<file path="config.mk">
export PLATFORM = sky130hd
export DESIGN_NAME = smq_pulse
export DESIGN_NICKNAME = d
export VERILOG_FILES = /design/src/hdl/smq_pkg.sv /design/src/hdl/smq_pulse.sv
export SDC_FILE = /design/constraint.sdc
export NUM_CORES = 1
export LEC_CHECK = 0
export BUFFER_PORTS_ARGS = -buffer_cell sky130_fd_sc_hd__clkbuf_2
export CAP_MARGIN = 10
export CELL_PAD_IN_SITES_DETAIL_PLACEMENT = 0
export CELL_PAD_IN_SITES_GLOBAL_PLACEMENT = 1
export CORE_ASPECT_RATIO = 1.1
export CORE_MARGIN = 10
export CORE_UTILIZATION = 47
export DETAILED_ROUTE_END_ITERATION = 16
export PLACE_DENSITY = 0.88
export SLEW_MARGIN = 20
export SYNTH_ARGS = -nofsm -noshare
export SYNTH_HDL_FRONTEND = slang
export SYNTH_SLANG_ARGS = --single-unit
</file>
<file path="constraint.sdc">
create_clock -name clk -period 5.7 [get_ports clk]
set_clock_uncertainty 0.2 [all_clocks]
set_input_delay 1.71 -clock clk [delete_from_list [all_inputs] [get_ports clk]]
set_output_delay 1.71 -clock clk [all_outputs]
set_load 0.05 [all_outputs]
</file>
<file path="src/hdl/smq_pkg.sv">
// shared constants, font tables, pipeline advance struct and sine magnitude function
package smq_pkg;

  localparam int DISPLAY_ROWS        = 6;
  localparam int DISPLAY_COLS        = 5;
  localparam int DEF_MESSAGE_LENGTH  = 11;
  localparam int DEF_SINE_ENTRIES    = 1024;
  localparam int MSG_SLOTS           = 64;

  // p / 6 as (p * 171) >> 10, exact for p below 510
  localparam int DIV6_MUL   = 171;
  localparam int DIV6_SHIFT = 10;

  localparam logic [63:0] HALF_PI_Q30 = 64'd1686629713;

  typedef enum logic [3:0] {
    G_SPACE = 4'd0,
    G_H     = 4'd1,
    G_I     = 4'd2,
    G_D     = 4'd3,
    G_R     = 4'd4,
    G_A     = 4'd5,
    G_T     = 4'd6,
    G_E     = 4'd7,
    G_S     = 4'd8,
    G_DASH  = 4'd9
  } glyph_t;

  // glyph rows, top row first, bit 4 is the leftmost column
  localparam logic [4:0] FONT [10][6] = '{
    '{5'h00, 5'h00, 5'h00, 5'h00, 5'h00, 5'h00},
    '{5'h11, 5'h11, 5'h1F, 5'h11, 5'h11, 5'h11},
    '{5'h1F, 5'h04, 5'h04, 5'h04, 5'h04, 5'h1F},
    '{5'h1E, 5'h11, 5'h11, 5'h11, 5'h11, 5'h1E},
    '{5'h1E, 5'h11, 5'h1E, 5'h14, 5'h12, 5'h11},
    '{5'h0E, 5'h11, 5'h11, 5'h1F, 5'h11, 5'h11},
    '{5'h1F, 5'h04, 5'h04, 5'h04, 5'h04, 5'h04},
    '{5'h1F, 5'h10, 5'h1E, 5'h10, 5'h10, 5'h1F},
    '{5'h0F, 5'h10, 5'h0E, 5'h01, 5'h11, 5'h0E},
    '{5'h00, 5'h00, 5'h0E, 5'h00, 5'h00, 5'h00}
  };

  // " HIDRATE-SE", remaining slots are blank
  localparam glyph_t MSG [MSG_SLOTS] = '{
    0: G_SPACE, 1: G_H, 2: G_I, 3: G_D, 4: G_R, 5: G_A,
    6: G_T, 7: G_E, 8: G_DASH, 9: G_S, 10: G_E,
    default: G_SPACE
  };

  typedef struct packed {
    logic s1;
    logic s2;
    logic s3;
  } smq_adv_t;

  // sine magnitude (0..128) at quarter-wave index k of a table of 2**lg entries
  function automatic logic [7:0] pulse_mag(input int k, input int lg);
    logic [63:0] w;
    logic [63:0] x;
    logic [63:0] x2;
    logic [63:0] term;
    logic [63:0] m;
    longint      sum;
    w    = 64'(k) << (32 - lg);
    x    = (w * HALF_PI_Q30) >> 30;
    x2   = (x * x) >> 30;
    term = x;
    sum  = longint'(x);
    term = ((term * x2) >> 30) / 64'd6;
    sum  = sum - longint'(term);
    term = ((term * x2) >> 30) / 64'd20;
    sum  = sum + longint'(term);
    term = ((term * x2) >> 30) / 64'd42;
    sum  = sum - longint'(term);
    term = ((term * x2) >> 30) / 64'd72;
    sum  = sum + longint'(term);
    term = ((term * x2) >> 30) / 64'd110;
    sum  = sum - longint'(term);
    term = ((term * x2) >> 30) / 64'd156;
    sum  = sum + longint'(term);
    if (sum < 0) begin
      sum = 0;
    end
    if (sum > longint'(64'h4000_0000)) begin
      sum = longint'(64'h4000_0000);
    end
    m = (64'(sum) + 64'd4194304) >> 23;
    return m[7:0];
  endfunction

endpackage

</file>
<file path="src/hdl/smq_pulse.sv">
// pulsing colour: phase index, quarter-wave sine lookup, green and blue scaling
module smq_pulse import smq_pkg::*; #(
  parameter int SINE_ENTRIES = DEF_SINE_ENTRIES
) (
  input  logic        clk,
  input  smq_adv_t    adv,
  input  logic [31:0] frame,
  output logic [6:0]  green,
  output logic [7:0]  blue
);

  localparam int LG         = $clog2(SINE_ENTRIES);
  localparam int KW         = LG - 1;
  localparam int QTR        = SINE_ENTRIES / 4;
  localparam int PW         = 8 + LG;
  localparam int PHASE_STEP = (SINE_ENTRIES * 4172 + 512) / 1024;

  logic [7:0] m_rom [QTR+1];

  for (genvar g = 0; g <= QTR; g++) begin : g_rom
    assign m_rom[g] = pulse_mag(g, LG);
  end

  logic [PW-1:0] ph_prod;
  logic [LG-1:0] idx;
  logic [1:0]    quad;
  logic [KW-1:0] k;
  logic [7:0]    m;
  logic          neg;
  logic [8:0]    pulse;
  logic [14:0]   g_prod;
  logic [14:0]   b_prod;

  // only the low bits of frame * step reach the index
  assign ph_prod = frame[PW-1:0] * PW'(PHASE_STEP);
  assign quad    = idx[LG-1:LG-2];
  assign k       = quad[0] ? KW'(QTR) - KW'(idx[LG-3:0]) : KW'(idx[LG-3:0]);
  assign pulse   = neg ? 9'd128 - 9'(m) : 9'd128 + 9'(m);
  assign g_prod  = 15'(pulse) * 15'd40;
  assign b_prod  = 15'(pulse) * 15'd100;

  always_ff @(posedge clk) begin
    if (adv.s1) begin
      idx <= ph_prod[PW-1:8];
    end
    if (adv.s2) begin
      m   <= m_rom[k];
      neg <= quad[1];
    end
    if (adv.s3) begin
      green <= 7'd30 + 7'(g_prod[14:8]);
      blue  <= 8'd150 + 8'(b_prod[14:8]);
    end
  end

endmodule

</file>
; ---- Word-level counts from Yosys, hierarchy flattened
; Memory sizes are Yosys's and may differ from the RTL's. A register that Yosys moved wholly into a read port is not among the register bits.
; Cells that the tools add are included.
[word_totals]
regBits = 26
mem_bits_ro = 4096
input_bits = 36
output_inout_bits = 15
wordCells = 16
n_memories = 1
[classes]
add_sub_neg = 5
mul = 3
n_mux = 2
bitwise_logic = 1
[memory_table]
columns = memory, words, width, read_ports, rd_clocked_by_memory_dff, write_ports, line
row1 = (name not given), 512, 8, 1, 1, 0, smq_pulse.sv:47  ; m <= m_rom[k];
[op_table]
columns = op, count
row1 = "18-bit by 11-bit multiplier with 16-bit output, second input constant", 1
row2 = 9-bit 2-to-1 mux, 2
row3 = "9-bit by 5-bit multiplier with 13-bit output, second input constant", 1
row4 = "9-bit by 3-bit multiplier with 12-bit output, second input constant", 1
row5 = 9-bit inverter with 10-bit output, 1
row6 = "8-bit by 8-bit adder with 9-bit output, first input constant", 1
row7 = "8-bit by 8-bit subtractor with 9-bit output, first input constant", 1
row8 = "9-bit by 8-bit subtractor with 9-bit output, first input constant", 1
row9 = "8-bit by 7-bit adder with 8-bit output, first input constant", 1
row10 = "5-bit by 7-bit adder with 7-bit output, first input constant", 1

; ---- Longest topological paths before layout
; Gate-level depths: netlist (run 1).
[logic_depth]
ltp_word = 4
ltp_mapped = 22

; ---- Least setup slack after synthesis (run 1)
; No wires, ideal clock.
[synth_path]
kind = in2reg
from = input port frame[4]
to = register idx[9], data pin
arrival_time_ns = 4.952
t_required_ns = 5.240
path_slack_ns = 0.288
cell_stages = 14
n_path_buf = 0
cell_sequence = ha_1 ha_1 inv_1 fa_1 inv_1 ha_1 a21oi_2 nor2b_1 a311o_1 o31a_1 o31a_1 or4_4 a31oi_2 xnor2_1
[synth_between]
elab_chain_cells = 1
[synth_rtl]
columns = element, line
row1 = from (decl), smq_pulse.sv:7  ; input logic [31:0] frame,
row2 = 18-bit by 11-bit multiplier with 16-bit output, smq_pulse.sv:35  ; assign ph_prod = frame[PW-1:0] * PW'(PHASE_STEP);
row3 = via ph_prod[17], smq_pulse.sv:24  ; logic [PW-1:0] ph_prod;
row4 = to (signal assigned), smq_pulse.sv:44  ; idx <= ph_prod[PW-1:8];
row5 = to (decl), smq_pulse.sv:25  ; logic [LG-1:0] idx;
; The timed path passes the listed nets, and every way through them passes these cells.
; A chain may end at the register's enable or synchronous reset.

; ---- Final worst setup path (run 1)
[layout_path]
from = input port frame[5]
to = register idx[9], data pin
; The elaborated chain is that of the path after synthesis.

==> results_dict.tcl, run 1 <==
set metrics [dict create \
    cp_slowest_cell "fa_1" \
    cts_tree "done" \
    synthFlopType "edfxtp_1" \
    via_count 4674 \
    setup_viol 0 \
    layout_commonest_cell "ha_1" \
    min_to "neg" \
    slew_violations 0 \
    synth_cell_type_count 80 \
    yosysWarnings 0 \
    fp.dieArea_um2 16140 \
    maxSlewHeadroom_pct 30.09 \
    routed_wl_um 11950 \
    reg2reg_slack_ns 0.44 \
    cts_buffer_depth 2 \
    post_cts_buffers 0 \
    dp_hpwl_um 9364 \
    syn_to_final_growth_pct 8.994 \
    via_per_inst 5.857 \
    busiest_layer "met2" \
    worstHoldStart "idx[9]" \
    crit_fanout 4 \
    final_cell_mix "ha_1 (89), inv_1 (79), nor2_1 (45)" \
    status "complete, no violations" \
    ys_ff_latch 34 \
    synth_edf_count 34 \
    htree_levels 2 \
    clkTransAtPathRegs_ns 0.06 \
    crit_path_cell_trace "clkbuf_2 -> ha_1 -> ha_1 -> inv_1 -> fa_1 -> inv_1 -> ha_1 -> a21oi_2 -> nor2b_1 -> a311o_1 -> o31a_1 -> o31a_1 -> or4_4 -> a31oi_2 -> xnor2_1" \
    antenna_left 0 \
    grt_pass1_vias 4495 \
    die_y_um 132.3 \
    reg2reg_depth 22 \
    initial_utilization_pct 48.68 \
    port-buffer-count 34 \
    finish.utilization_pct 53.05 \
    netlist_instances 626 \
    async_reset_ff_share_pct 0 \
    crit_top_cell "ha_1" \
    drive_gt1_share_pct 11.67 \
    start_kind "input pin" \
    grt_max_degree 30 \
    fmax_mhz 186.3 \
    worst_pin_slew_ns 1.048 \
    clock_latency_ns 0.28 \
    hold_path_class "reg2reg" \
    drv_cap 0 \
    core_um2 11060 \
    syn-cell-area_um2 5384 \
    syn_nets 768 \
    grt_pass1_wl_um 20440 \
    period_minus_slack_ns 5.367 \
    grt.overflow.total 0 \
    hold_viol 0 \
    rows 40 \
    grt_use_met2_pct 25.92 \
    fin_nets 792 \
    syn_area_per_cell_um2 8.601 \
    holdPathStages 0 \
    drt_iter0_markers 397 \
    routedWlPerCell_um 14.97 \
    antenna_cells 0 \
    tns_ns 0 \
    r2r-end "blue[6]" \
    root_buffer "clkbuf_16" \
    criticalPathCategory "in2reg" \
    gp_congestion 0.8611 \
    crit_required_ns 5.53 \
    crit_path_end_kind "register" \
    rr_startpoint "m[0]" \
    cts_buffers 5 \
    clkSinkCount 34 \
    grt_antenna_before_repair 0 \
    grt_setup_unrepaired "no" \
    critPathArrivalTime_ns 5.19 \
    synth_seq_area_share_pct 18.96 \
    cp_slowest_stage_delay_ns 0.54 \
    io_pins 51 \
    drc 0 \
    grt_use_met1_pct 17.35 \
    grt_util_met3_pct 1.714 \
    dr.pass1.iters 5 \
    grt_usage_pct 14.54 \
    die_x_um 122.0 \
    period_share_pct 94.16 \
]
[worst max-delay path by stage]
stage / startpoint / slack [ns] / cells past startpoint / end
after floorplan: frame[4] / 0.29 / 14 / idx[9]
after global placement: frame[5] / 0.11 / 15 / idx[9]
after detailed placement: frame[5] / 0.04 / 15 / idx[9]
after CTS: frame[5] / 0.31 / 15 / idx[9]
after global routing: m[0] / 0.06 / 22 / blue[6]
final: frame[5] / 0.33 / 15 / idx[9]
[layout make-up]
type	instances	area, um2
flip-flops and latches	34	1021
repair buffers	50	290.3
multi-input cells	479	3931
clock inverters	3	16.27
clock buffers	5	125.1
fillers	1034	5192
well taps	147	183.9
inverters	80	300.3
[flip-flops by register name, indices dropped and copies added, names as in the netlist]
register and count:
idx 10, blue 8, m 8, green 7
neg 1
[stage by stage]
stage	hold slack, ns	worst slack, ns	cells	instance area, um2
after floorplan	0.2003	0.2885	626	5384
after global placement	0.2081	0.1146	790	5719
after detailed placement	0.2397	0.04190	790	5719
after CTS	0.2537	0.3076	798	5861
after global routing	0.2585	0.05617	798	5868
final	0.2439	0.3326	798	5868
[cells in the mapped netlist (4+ instances only)]
cell / count / area, um2
a211oi_1: 11 / 82.58
o21ai_0: 32 / 160.2
o21a_1: 5 / 37.54
nor3_1: 23 / 115.1
nor2_1: 45 / 168.9
xor2_1: 21 / 183.9
buf_2: 15 / 75.07
o22ai_1: 7 / 43.79
nand3_1: 10 / 50.05
o31ai_1: 4 / 30.03
nor2b_1: 5 / 31.28
o311ai_0: 4 / 35.03
edfxtp_1: 34 / 1021
ha_1: 89 / 1114
clkbuf_1: 14 / 52.55
nand2b_1: 5 / 31.28
xnor2_1: 34 / 297.8
a31oi_1: 9 / 56.30
nand2_1: 30 / 112.6
a21oi_1: 31 / 155.2
fa_1: 17 / 340.3
a21o_1: 4 / 30.03
inv_1: 79 / 296.5
o211ai_1: 14 / 105.1
[cells by family after synthesis]
logic type,share of synthesized area [%]
AO/OA/AOI/OAI,21.64
buffers and inverters,8.296
XOR/XNOR,9.552
AND/OR/NAND/NOR,12.97
flip-flops,18.96
multiplexers,1.394
adder cells (fa/ha/maj),27.19
[repair_timing]
| item | CTS | global route |
|---|---|---|
| hold buffers | 0 | 0 |
| resized for setup | 0 | 1 |
| endpoints found under the setup margin | 0 | 1 |
| hold endpoints to repair | 0 | 0 |
[worst max-delay path: cells and delay by family]
kind	cells	cell delay [ns]
buf+inv	3	0.22
compound gates	5	1.27
xor+xnor	1	0.08
simple gates	2	0.51
fa+ha+maj	4	1.42
[routing by layer]
| layer | vias up | wire length (um) |
|---|---|---|
| met4 | 0 | 189 |
| met2 | 115 | 6237 |
| met1 | 2217 | 5051 |
| met5 | - | 0 |
| li1 | 2317 | - |
| met3 | 25 | 467 |
Power of run 1 is not shown: default switching activity piles up to over one toggle a cycle in this logic, so the estimate is an artifact.
==> inputs of run 2 (changes only) <==
==> constraint.sdc (replaced) <==
create_clock -name clk -period 5.7 [get_ports clk]
set_clock_uncertainty 0.2 [all_clocks]
set_input_delay 0.285 -clock clk [delete_from_list [all_inputs] [get_ports clk]]
set_output_delay 0.285 -clock clk [all_outputs]
set_load 0.05 [all_outputs]
==> results_dict.tcl, run 2 (synthesis results as in run 1) <==
set metrics [dict create \
    status "complete, no violations" \
    crit_path_cell_trace "inv_1 -> ha_1 -> nor2b_1 -> inv_1 -> o21ai_0 -> xor2_1 -> buf_4 -> inv_1 -> ha_1 -> ha_1 -> inv_1 -> fa_1 -> inv_1 -> ha_1 -> a21oi_1 -> nor2b_1 -> a41o_1 -> o311ai_2 -> and2_1 -> o21ai_0 -> a221oi_2 -> xor2_1" \
    rr_startpoint "m[0]" \
    root_buffer "clkbuf_16" \
    syn_to_final_growth_pct 8.622 \
    port-buffer-count 34 \
    final_area_um2 5848 \
    hold_path_class "in2reg" \
    tns_ns 0 \
    grt_usage_pct 14.19 \
    post_cts_buffers 0 \
    placed_area_um2 5682 \
    post_cts_resized 0 \
    antenna_left 0 \
    postCtsHoldBufs 0 \
    critPathArrivalTime_ns 4.97 \
    clock_latency_ns 0.28 \
    worst_pin_slew_ns 0.9111 \
    maxSlewHeadroom_pct 39.21 \
    fin_nets 787 \
    grt.overflow.total 0 \
    layout_commonest_cell "ha_1" \
    fp.dieArea_um2 16140 \
    crit_fanout 7 \
    drive_gt1_share_pct 10.85 \
    hold_ws_ns 0.1804 \
    crit_top_cell "inv_1" \
    final_cell_mix "ha_1 (89), inv_1 (79), nor2_1 (45)" \
    period_minus_slack_ns 5.144 \
    cp_slowest_stage_delay_ns 0.50 \
    grt_pass1_vias 4394 \
    grt_antenna_before_repair 0 \
    grt_setup_unrepaired "no" \
    grt_use_met2_pct 26.07 \
    htree_levels 2 \
    dp_hpwl_um 9077 \
    startpoint "m[0]" \
    grt_util_met3_pct 2.356 \
    dr.pass1.iters 5 \
    path_buf_inv 6 \
    initial_utilization_pct 48.68 \
    setup_viol 0 \
    slew_violations 0 \
    routed_wl_um 11620 \
    io_pins 51 \
    fillers 1019 \
    max_flop_register "idx" \
    layout.cells.non_filler 792 \
    core_um2 11060 \
    grt_pass1_wl_um 19650 \
    start_kind "register" \
    cts_buffers 5 \
    worstHoldStart "adv[1]" \
    antenna_cells 0 \
    rows 40 \
    clkTransAtPathRegs_ns 0.06 \
    via_per_inst 5.885 \
    crit_required_ns 5.52 \
    cp_slowest_cell "fa_1" \
    grt_max_degree 30 \
    fmax_mhz 194.4 \
    critPathTopFamily "adder cells" \
    placed_cells 785 \
    cts_buffer_depth 2 \
    gp_congestion 0.8855 \
    cts_tree "done" \
    routedWlPerCell_um 14.67 \
    period_share_pct 90.24 \
    drc 0 \
    via_count 4661 \
    grt_use_met1_pct 16.35 \
    die_x_um 122.0 \
    reg.largest.list "idx: 10 flops, blue: 8 flops, m: 8 flops" \
    drt_iter0_markers 389 \
    criticalPathCategory "reg2reg" \
    die_y_um 132.3 \
    hold_viol 0 \
    drv_cap 0 \
    busiest_layer "met2" \
    crit_path_end_kind "register" \
    largest_reg_flops 10 \
    clkSinkCount 34 \
]
## run 2: cell count changes in the layout (fill, tap and decap cells not counted), sizes merged
cell / change
clkinv: -1
clkinvlp: -1
buf: -5
bufinv: +1
## run 2: metal layers
layer	vias up	routed length, um
met1	2196	4788
met4	0	172
met5	-	0
met2	145	6039
met3	17	621
li1	2303	-
## run 2: final timing paths
| path | to | slack [ns] | depth (start not counted) |
|---|---|---|---|
| hold / removal | neg | 0.18 | 1 |
| setup / recovery | blue[6] | 0.56 | 22 |
| hold reg to reg | neg | 0.21 | 0 |
| setup reg to reg | blue[6] | 0.56 | 22 |
## run 2: worst register-to-register path: stages, from the launching register on
cell,delay (ns)
edfxtp_1,0.47
inv_1,0.09
ha_1,0.15
nor2b_1,0.18
inv_1,0.07
o21ai_0,0.18
xor2_1,0.16
buf_4,0.15
inv_1,0.08
ha_1,0.29
ha_1,0.28
inv_1,0.05
fa_1,0.50
inv_1,0.04
ha_1,0.38
a21oi_1,0.28
nor2b_1,0.09
a41o_1,0.22
o311ai_2,0.28
and2_1,0.22
o21ai_0,0.11
a221oi_2,0.31
xor2_1,0.10
## run 2: stage by stage
step / worst slack [ns] / util (%)
final: 0.5563 / 52.87
after global placement: 0.6093 / 51.37
after global routing: 0.1128 / 52.87
after floorplan: 0.6888 / -
after detailed placement: 0.4506 / 51.37
after CTS: 0.4294 / 52.81
## run 2: final cells by class
class | instances | area, um2 | area share (%)
Clock buffer | 5 | 125.1 | 2.139
Sequential cell | 34 | 1021 | 17.46
Tap cell | 147 | 183.9 | 3.145
Inverter | 80 | 300.3 | 5.135
Multi-Input combinational cell | 479 | 3931 | 67.22
Timing Repair Buffer | 45 | 252.7 | 4.322
Clock inverter | 2 | 33.78 | 0.5777
Power of run 2 is left out for the same reason.
